`config.mk`:
```
export PLATFORM = sky130hd
export DESIGN_NAME = game_port_joystick_to_pad
export DESIGN_NICKNAME = d
export VERILOG_FILES = /design/src/hw/rtl/gpj_pkg.sv /design/src/hw/rtl/gpj_pad_build.sv /design/src/hw/rtl/game_port_joystick_to_pad.sv
export SDC_FILE = /design/constraint.sdc
export NUM_CORES = 1
export LEC_CHECK = 0
export BUFFER_PORTS_ARGS = -buffer_cell sky130_fd_sc_hd__buf_2
export CORE_MARGIN = 1
export CORE_UTILIZATION = 30
export CTS_CLUSTER_SIZE = 8
export DETAILED_ROUTE_END_ITERATION = 10
export REMOVE_ABC_BUFFERS = 1
export SETUP_SLACK_MARGIN = 0.2
export SKIP_LAST_GASP = 1
export SLEW_MARGIN = 20
export SYNTH_ARGS = -nofsm -noshare
export SYNTH_HDL_FRONTEND = slang
export SYNTH_SLANG_ARGS = --single-unit
```
`constraint.sdc`:
```
create_clock -name clk -period 4 [get_ports clk]
set_input_delay 0.8 -clock clk [delete_from_list [all_inputs] [get_ports clk]]
set_output_delay 0.8 -clock clk [all_outputs]
set_load 0.005 [all_outputs]
```
`src/hw/rtl/gpj_pkg.sv`:
```
// Shared constants, types and codes for the game port joystick to pad block.
`default_nettype none

package gpj_pkg;

    localparam int COUNT_BITS = 16;
    localparam int CENTER_BITS = 16;
    localparam int MAPS_BITS = 24;
    localparam int CFG_DATA_BITS = 24;
    localparam int CFG_INDEX_BITS = 8;
    localparam int PAD_WORD_BITS = 32;

    localparam logic [COUNT_BITS-1:0] COUNT_MAX = {COUNT_BITS{1'b1}};

    typedef enum logic [1:0] {
        KIND_TRIGGER = 2'd0,
        KIND_SAMPLE  = 2'd1,
        KIND_POLL    = 2'd2
    } kind_t;

    typedef enum logic [CFG_INDEX_BITS-1:0] {
        REG_BUTTON_MAPS = 8'd0,
        REG_CENTER_X    = 8'd1,
        REG_CENTER_Y    = 8'd2,
        REG_PAD_SLOT    = 8'd3
    } cfg_index_t;

    typedef struct packed {
        logic [3:0]            pressed;
        logic                  toggle;
        logic [COUNT_BITS-1:0] latched_x;
        logic [COUNT_BITS-1:0] latched_y;
    } pad_src_t;

endpackage

`default_nettype wire

```
`src/hw/rtl/gpj_pad_build.sv`:
```
// Combinational builder of the pad byte from buttons, masks and axis counts.
`default_nettype none

module gpj_pad_build (
    input  var gpj_pkg::pad_src_t                      src,
    input  var logic [gpj_pkg::MAPS_BITS-1:0]          button_maps,
    input  var logic [gpj_pkg::CENTER_BITS-1:0]        center_x,
    input  var logic [gpj_pkg::CENTER_BITS-1:0]        center_y,
    output logic [7:0]                                 pad
);
    import gpj_pkg::*;

    localparam int CMP_W = ((COUNT_BITS > CENTER_BITS) ? COUNT_BITS : CENTER_BITS) + 3;

    logic [5:0]       hit;
    logic [CMP_W-1:0] x4;
    logic [CMP_W-1:0] y4;
    logic [CMP_W-1:0] cx1;
    logic [CMP_W-1:0] cy1;
    logic [CMP_W-1:0] cx7;
    logic [CMP_W-1:0] cy7;

    always_comb
    begin
        for (int i = 0; i < 6; i++)
        begin
            hit[i] = |(src.pressed & button_maps[4*i +: 4]);
        end
    end

    assign x4  = CMP_W'(src.latched_x) << 2;
    assign y4  = CMP_W'(src.latched_y) << 2;
    assign cx1 = CMP_W'(center_x);
    assign cy1 = CMP_W'(center_y);
    assign cx7 = (cx1 << 3) - cx1;
    assign cy7 = (cy1 << 3) - cy1;

    always_comb
    begin
        pad[0] = hit[0] | (src.toggle & hit[4]);
        pad[1] = hit[1] | (src.toggle & hit[5]);
        pad[2] = hit[2];
        pad[3] = hit[3];
        pad[4] = (y4 <= cy1);
        pad[5] = !(y4 <= cy1) && (y4 >= cy7);
        pad[6] = (x4 <= cx1);
        pad[7] = !(x4 <= cx1) && (x4 >= cx7);
    end

endmodule

`default_nettype wire

```
`src/hw/rtl/game_port_joystick_to_pad.sv`:
```
// Top level of the game port joystick to gamepad word reader.
//
// Channel  Direction  Handshake             Word
// input    in         in_valid / in_ready   kind, port_bits
// output   out        out_valid / out_ready pad_word
// config   in         cfg_we (no wait)      cfg_index, cfg_data
//
// Each accepted word updates the state at its edge; a poll word's result is
// registered at that same edge, in the output register or, behind a waiting
// word, in the skid register. This two-entry output stage lets the block keep
// taking words while one result waits; in_ready drops only when both entries
// are full. Reset clears all state and configuration registers but not the two pad word registers.
`default_nettype none

module game_port_joystick_to_pad (
    input  var logic                                   clk,
    input  var logic                                   rst_n,
    input  var logic                                   in_valid,
    output logic                                       in_ready,
    input  var logic [1:0]                             kind,
    input  var logic [7:0]                             port_bits,
    output logic                                       out_valid,
    input  var logic                                   out_ready,
    output logic [gpj_pkg::PAD_WORD_BITS-1:0]          pad_word,
    input  var logic                                   cfg_we,
    input  var logic [gpj_pkg::CFG_INDEX_BITS-1:0]     cfg_index,
    input  var logic [gpj_pkg::CFG_DATA_BITS-1:0]      cfg_data
);
    import gpj_pkg::*;

    logic [MAPS_BITS-1:0]     maps_reg;
    logic [CENTER_BITS-1:0]   center_x_reg;
    logic [CENTER_BITS-1:0]   center_y_reg;
    logic [1:0]               slot_reg;

    logic [COUNT_BITS-1:0]    count_x_reg, count_x_next;
    logic [COUNT_BITS-1:0]    count_y_reg, count_y_next;
    logic [COUNT_BITS-1:0]    latched_x_reg, latched_x_next;
    logic [COUNT_BITS-1:0]    latched_y_reg, latched_y_next;
    logic [3:0]               pressed_reg, pressed_next;
    logic                     measuring_reg, measuring_next;
    logic                     toggle_reg, toggle_next;

    logic                     out_valid_reg, out_valid_next;
    logic [PAD_WORD_BITS-1:0] out_word_reg, out_word_next;
    logic                     skid_valid_reg, skid_valid_next;
    logic [PAD_WORD_BITS-1:0] skid_word_reg, skid_word_next;

    logic                     accept;
    logic                     push;
    logic                     pop;
    pad_src_t                 src;
    logic [7:0]               pad;
    logic [PAD_WORD_BITS-1:0] result;

    assign in_ready  = !skid_valid_reg;
    assign accept    = in_valid && in_ready;
    assign push      = accept && (kind == KIND_POLL);
    assign pop       = out_valid_reg && out_ready;
    assign out_valid = out_valid_reg;
    assign pad_word  = out_word_reg;

    always_ff @(posedge clk or negedge rst_n)
    begin
        if (!rst_n)
        begin
            maps_reg     <= '0;
            center_x_reg <= '0;
            center_y_reg <= '0;
            slot_reg     <= '0;
        end
        else if (cfg_we)
        begin
            unique case (cfg_index)
                REG_BUTTON_MAPS: maps_reg     <= cfg_data[MAPS_BITS-1:0];
                REG_CENTER_X:    center_x_reg <= cfg_data[CENTER_BITS-1:0];
                REG_CENTER_Y:    center_y_reg <= cfg_data[CENTER_BITS-1:0];
                REG_PAD_SLOT:    slot_reg     <= cfg_data[1:0];
                default:         ;
            endcase
        end
    end

    // The poll sees the flipped toggle together with the current latches.
    assign src.pressed   = pressed_reg;
    assign src.toggle    = !toggle_reg;
    assign src.latched_x = latched_x_reg;
    assign src.latched_y = latched_y_reg;

    gpj_pad_build u_pad_build (
        .src         (src),
        .button_maps (maps_reg),
        .center_x    (center_x_reg),
        .center_y    (center_y_reg),
        .pad         (pad)
    );

    always_comb
    begin
        case (slot_reg)
            2'd0:    result = {24'd0, pad};
            2'd1:    result = {16'd0, pad, 8'd0};
            2'd2:    result = {8'd0, pad, 16'd0};
            default: result = {pad, 24'd0};
        endcase
    end

    always_comb
    begin
        count_x_next   = count_x_reg;
        count_y_next   = count_y_reg;
        latched_x_next = latched_x_reg;
        latched_y_next = latched_y_reg;
        pressed_next   = pressed_reg;
        measuring_next = measuring_reg;
        toggle_next    = toggle_reg;
        if (accept)
        begin
            unique case (kind)
                KIND_TRIGGER:
                begin
                    pressed_next   = ~port_bits[7:4];
                    count_x_next   = '0;
                    count_y_next   = '0;
                    measuring_next = 1'b1;
                end
                KIND_SAMPLE:
                begin
                    if (measuring_reg)
                    begin
                        if (port_bits[1:0] == 2'b00)
                        begin
                            latched_x_next = count_x_reg;
                            latched_y_next = count_y_reg;
                            measuring_next = 1'b0;
                        end
                        else
                        begin
                            if (port_bits[0] && (count_x_reg != COUNT_MAX))
                            begin
                                count_x_next = count_x_reg + 1'b1;
                            end
                            if (port_bits[1] && (count_y_reg != COUNT_MAX))
                            begin
                                count_y_next = count_y_reg + 1'b1;
                            end
                        end
                    end
                end
                KIND_POLL:
                begin
                    toggle_next = !toggle_reg;
                end
                default: ;
            endcase
        end
    end

    always_comb
    begin
        out_valid_next  = out_valid_reg;
        out_word_next   = out_word_reg;
        skid_valid_next = skid_valid_reg;
        skid_word_next  = skid_word_reg;
        if (!out_valid_reg || pop)
        begin
            if (skid_valid_reg)
            begin
                out_valid_next  = 1'b1;
                out_word_next   = skid_word_reg;
                skid_valid_next = push;
                skid_word_next  = result;
            end
            else
            begin
                out_valid_next = push;
                out_word_next  = result;
            end
        end
        else if (push)
        begin
            skid_valid_next = 1'b1;
            skid_word_next  = result;
        end
    end

    always_ff @(posedge clk or negedge rst_n)
    begin
        if (!rst_n)
        begin
            count_x_reg    <= '0;
            count_y_reg    <= '0;
            latched_x_reg  <= '0;
            latched_y_reg  <= '0;
            pressed_reg    <= '0;
            measuring_reg  <= 1'b0;
            toggle_reg     <= 1'b0;
            out_valid_reg  <= 1'b0;
            skid_valid_reg <= 1'b0;
        end
        else
        begin
            count_x_reg    <= count_x_next;
            count_y_reg    <= count_y_next;
            latched_x_reg  <= latched_x_next;
            latched_y_reg  <= latched_y_next;
            pressed_reg    <= pressed_next;
            measuring_reg  <= measuring_next;
            toggle_reg     <= toggle_next;
            out_valid_reg  <= out_valid_next;
            skid_valid_reg <= skid_valid_next;
        end
    end

    always_ff @(posedge clk)
    begin
        out_word_reg  <= out_word_next;
        skid_word_reg <= skid_word_next;
    end

endmodule

`default_nettype wire

```
-- Word-level counts from Yosys, hierarchy flattened
Index checks and enable logic that the tools add are counted.
- bitwise gates (word level): 11
- $add $sub $neg: 4
- order comparisons: 4
- reduce and logical (&&, ||, !) cells: 36
- equality and inequality tests: 14
- $mul: 0
- divide/modulo/power cells: 0
- multiplexer cells: 20
- shift-type cells: 0
- operators with widths (kind ; number):
    $mux 32 ; 4
    $mux 16 ; 6
    $pmux 32 s3 ; 1
    $pmux 16 s2 ; 2
    $ge 18x19->1 ; 2
    $sub 19x16->19 ; 2
    $le 18x16->1 ; 2
    $add 16x1->16 const B ; 2
    $ne 16x16->1 const B ; 2
    $and 4x4->4 ; 6
    $reduce_or 4->1 ; 6
    $eq 8x2->1 const B ; 2
    $reduce_and 2->1 ; 8
    $ne 2x2->1 const B ; 5
    $reduce_and 5->1 ; 2
    $eq 8x1->1 const B ; 1
    $logic_not 8->1 ; 1
    $logic_and 1x1->1 ; 7
    $logic_not 2->1 ; 3
    $mux 1 ; 6
    $logic_not 1->1 ; 5
    $eq 2x1->1 const B ; 2
    $eq 2x2->1 const B ; 2
    $not 4->4 ; 1
    other kinds (6) ; 9
- bits in latches: 0
- memories: 0
- logic and storage cells: 104
- input bits: 47
- memory bits (writable): 0
- register bits after elaboration: 194
- output and inout port bits: 34
- ROM bits: 0

-- Logic depth before layout (Yosys ltp)
- word-level depth: 7
- mapped depth: 17
- mapped depth without buffers: 17

-- Cells and area by module
A second synthesis with hierarchy kept.
- cell total of the unflattened synthesis: 972
- area total of the unflattened synthesis: 11074.4 µm²
- by module, submodules not included (module ; times used ; area each (µm²) ; cells an instance ; sequential area each (µm²)):
    game_port_joystick_to_pad ; 1 ; 8031.5 ; 568 ; 5175.0
    gpj_pad_build ; 1 ; 3042.9 ; 404 ; 0.0

-- Worst setup path before layout
OpenSTA, ideal clock, no wires.
- path kind: reg-to-reg
- start point: register center_y_reg[0]
- end point: register out_word_reg[21] (netlist: pad_word[21]), data pin
- arrival time: 3.417 ns
- library setup time: 0.274 ns
- path buffers: 0
- path slack: 0.308 ns
- clock period less this slack: 3.692 ns
- required time: 3.726 ns
- stages on the path, launching flop included: 16
- cells stage by stage: dfrtp_1 > ha_1 > nor4b_1 > o2111a_1 > nor2_1 > a21oi_1 > a21bo_2 > a21oi_1 > xor2_1 > ha_1 > a2111oi_0 > o21ai_0 > a2111oi_0 > nor2_1 > nand4b_1 > o31ai_1
- cells in the longest elaborated chain, start to end: 5
- elaborated cells on any way between the ends: 7
- classes of those cells: add/sub: 1; order compare: 2; mux: 2; reduce/logical: 2
- RTL lines (item ; RTL line ; text):
    from (decl) ; game_port_joystick_to_pad.sv:33 ; logic [CENTER_BITS-1:0] center_y_reg;
    from (signal assigned) ; game_port_joystick_to_pad.sv:77 ; REG_CENTER_Y: center_y_reg <= cfg_data[CENTER_BITS-1:0];
    $sub 19x16->19 / $le 18x16->1 (equally long branches) ; gpj_pad_build.sv:36, gpj_pad_build.sv:45 ;
    $ge 18x19->1 / $logic_not 1->1 (equally long branches) ; gpj_pad_build.sv:45 ; pad[5] = !(y4 <= cy1) && (y4 >= cy7);
    $logic_and 1x1->1 * ; gpj_pad_build.sv:45 ;
    $pmux 32 s3 * ; game_port_joystick_to_pad.sv:100 ; case (slot_reg)
    $mux 32 * ; game_port_joystick_to_pad.sv:167 ; if (skid_valid_reg)
    to (signal assigned) ; game_port_joystick_to_pad.sv:217 ; out_word_reg <= out_word_next;
    to (decl) ; game_port_joystick_to_pad.sv:45 ; logic [PAD_WORD_BITS-1:0] out_word_reg, out_word_next;
Mark *: on every way between the ends. The rest lies on a longest branch, timed or not.
A chain may end at the register's enable or synchronous reset.

-- Worst setup path in the final report
- start point: register center_x_reg[0]
- end point: register out_word_reg[15] (netlist: pad_word[15]), data pin
- cells in the longest elaborated chain, start to end: 5
- elaborated cells on any way between the ends: 7
- classes of those cells: add/sub: 1; order compare: 2; mux: 2; reduce/logical: 2
- RTL lines (item ; RTL line ; text):
    from (decl) ; game_port_joystick_to_pad.sv:32 ; logic [CENTER_BITS-1:0] center_x_reg;
    from (signal assigned) ; game_port_joystick_to_pad.sv:76 ; REG_CENTER_X: center_x_reg <= cfg_data[CENTER_BITS-1:0];
    $sub 19x16->19 / $le 18x16->1 (equally long branches) ; gpj_pad_build.sv:35, gpj_pad_build.sv:47 ;
    $ge 18x19->1 / $logic_not 1->1 (equally long branches) ; gpj_pad_build.sv:47 ; pad[7] = !(x4 <= cx1) && (x4 >= cx7);
    $logic_and 1x1->1 * ; gpj_pad_build.sv:47 ;
    $pmux 32 s3 * ; game_port_joystick_to_pad.sv:100 ;
    $mux 32 * ; game_port_joystick_to_pad.sv:167 ;
Marks and branches as above.

==> impl_results.md <==
* Status: finished clean
* DIE HEIGHT at 192 um
* Final-report max-slew violation count at 0
* Type of the setup path with the least slack: reg -> reg
* Final weighted congestion in routability-driven placement at 0.858
* Post-route clock period utilization at 93.9%
* Number of clock buffers inserted by TritonCTS at 17
* Detailed Route WL at 24.9 mm
* Post-layout nets at 1,242
* Worst path most repeated cell: sky130_fd_sc_hd__o211ai_1
* Summed instance area of the synthesized netlist at 10,900 um^2
* H-tree lvl count at 4
* Antenna violations before repair at 1
* Worst endpoint data arrival time at 4000 ps
* Pin count of the biggest net entering global routing at 81
* Measured slew at the worst slew-check pin at 1020 ps
* Total Die Area at 37,000 um^2
* Post-detailed-route DRC marker count at 0
* VDD IR max at 381 uV
* Aggregate global routing overflow at 0
* Clock tree from TritonCTS: yes
* Via count of the first global-routing pass at 7,718
* Slowest CP cell: sky130_fd_sc_hd__or4b_4
* Most frequent standard cell in the layout excluding fill and tap cells: sky130_fd_sc_hd__dfrtp_1
* RSZ-0062 raised after global routing: true
* Final Cell Area at 12,900 um^2
* Number of placed instances with taps included at 1,540
* Number of warning messages in the yosys log at 0
* Per-cell via count in the routed design at 4.95
* Syn Inst Count at 980
* Share of layout cells above drive strength 1 at 27.3%
* Initial Util at 30.6%
* Final hold viol count at 0
* Number of unique standard cell types used by synthesis at 69
* Maximum capacitance violations at 0
* CP cell instances: ha_4 > or4b_4 > a2111oi_4 > o31ai_4 > o22ai_2 > o21ai_1 > nand2b_1 > xnor2_1 > ha_1 > nand2_1 > nor2_2 > nand4_1 > o211ai_1 > a21o_1 > o211ai_1 > buf_4 > o41ai_2
* Area added between synthesis and finish at 19.0%
* Die width at 192 um
* Count of standard-cell rows at 69
* Nature of the critical path endpoint: register
* Top-level I/O count at 81
* Worst min path class: in -> async
* Clock Skew at 13.4 ps
* Max Fanout on Critical Path at 5
* Total number of clock tree sinks at 194
* Clock buffer depth at 2
* IO Port Bufs at 78
* Reg clk slew, reported paths at 80 ps
* Launching element type of the critical path: register
* Dominant synthesized flop cell: sky130_fd_sc_hd__dfrtp_1
* Total power at 5.43 mW
* Post-synthesis average cell area at 11.1 um^2
* Post-route minimum period at 3760 ps
* DR pass1 iterations at 6
* Required time at the worst-slack endpoint at 4250 ps
* Global-route wire length before repair at 40.0 mm
* Placed cell area at 12,100 um^2
* Combined global-route utilization of all metal layers at 13.7%
* Final cell utilization of the core at 36.4%
* Standard cell core area at 35,600 um^2
* Skew-Pair Late Insertion Delay at 430 ps
* Number of setup violations in the final report at 0
* Worst setup timing slack at the placement stage at -45.7 ps
* Commonest cells after routing, fill and taps aside: 129 x sky130_fd_sc_hd__dfrtp_1, 89 x sky130_fd_sc_hd__ha_1, 86 x sky130_fd_sc_hd__mux2_2, 82 x sky130_fd_sc_hd__nor2_1, 78 x sky130_fd_sc_hd__buf_2
* Seq/Total Area, Yosys at 47.6%
* FILL cells at 3,523
* Detailed-route via count at 7,814
* Hold Slack at 397 ps
* Ant diodes at 0
* Leakage power at 5.90 nW
* Initial drt markers at 363
* Relative slew slack at 32.1%
* R2R setup slack at 240 ps
* CTS root buf: sky130_fd_sc_hd__clkbuf_16
* Max Clock Freq at 266 MHz
* Hold_buf cts at 0
* Async S/R FF share, synth at 67.0%
* Number of synthesized register bits at 194
* Critical Path Max Stage Delay at 490 ps
* Number of flops mapped to enable cells by yosys at 64
* Final worst setup slack at 244 ps
* Half-perimeter wire length after placement at 18.4 mm
* Non-filler instance count after layout at 1,577
* Count of nets left with antenna violations after detail routing at 0
* Power per cell area at 419 nW/um^2
* Setup tns final at 0 ps
* Drt wl/cell at 15.8 um
==> worst max-delay path, delay by kind of cell, from the launching register on <==
family / cells / cell delay, ps
compound gates: 8 / 1410
xor+xnor: 1 / 90
fa+ha+maj: 2 / 590
buf+inv: 1 / 210
flops: 1 / 410
simple gates: 5 / 860
==> what timing repair did <==
item,4_1_cts,5_1_grt
gates resized for setup,24,11
pin swaps,15,9
setup endpoints to repair,16,16
setup buffers,1,3
==> layout make-up <==
| type | instances | area (um^2) | share of cell area (%) |
|---|---|---|---|
| sequential | 194 | 5180 | 40.0 |
| clock buffer | 17 | 425 | 3.29 |
| tap | 461 | 577 | 4.46 |
| multi-input combinational | 710 | 5580 | 43.1 |
| clock inverter | 15 | 185 | 1.43 |
| inverter | 45 | 169 | 1.31 |
| timing repair buffer | 135 | 826 | 6.38 |
==> report_power, final <==
part | total, mW | leakage, nW | internal, mW | switching [mW]
clock | 1.78 | 0.295 | 0.952 | 0.828
sequential | 2.26 | 2.45 | 2.17 | 0.0929
combinational | 1.38 | 3.16 | 0.632 | 0.751
==> logic make-up after synthesis <==
group | synth area share, %
adder cells (fa/ha/maj) | 10.6
flip-flops | 47.6
AND/OR/NAND/NOR | 13.6
AO/OA/AOI/OAI | 12.0
XOR/XNOR | 4.50
buffers and inverters | 2.74
multiplexers | 9.00
==> Yosys cell counts, drive strengths merged (11+ instances only) <==
| master | instances | area, um^2 |
|---|---|---|
| mux2 | 86 | 968 |
| inv | 45 | 169 |
| a21o | 24 | 180 |
| nor3 | 20 | 110 |
| o21ai | 29 | 145 |
| xnor2 | 24 | 218 |
| dfrtp | 130 | 3250 |
| or3 | 11 | 68.8 |
| clkbuf | 20 | 75.1 |
| o31ai | 35 | 268 |
| buf | 11 | 53.8 |
| nand4 | 17 | 106 |
| a21oi | 39 | 195 |
| xor2 | 31 | 272 |
| nor2 | 86 | 323 |
| edfxtp | 64 | 1920 |
| nand2 | 73 | 274 |
| ha | 92 | 1150 |
| nand3 | 23 | 120 |
==> routing by layer <==
| layer | vias to the layer above | GRT usage [%] | wire, um |
|---|---|---|---|
| met3 | 30 | 2.27 | 1140 |
| met1 | 3813 | 18.0 | 11600 |
| li1 | 3828 | - | - |
| met2 | 141 | 23.3 | 11800 |
| met5 | - | 0 | 10 |
| met4 | 2 | 3.79 | 354 |
==> final timing paths <==
check	from	endpoint	cells past startpoint
setup / recovery	center_x_reg[0]	pad_word[15]	17
max in group asynchronous	rst_n	center_x_reg[8]	2
setup reg to reg	center_x_reg[0]	pad_word[15]	17
hold / removal	rst_n	latched_x_reg[0]	1
hold reg to reg	maps_reg[5]	maps_reg[5]	1
min in group clk	maps_reg[5]	maps_reg[5]	1
Power figures use the tool's default switching activity.
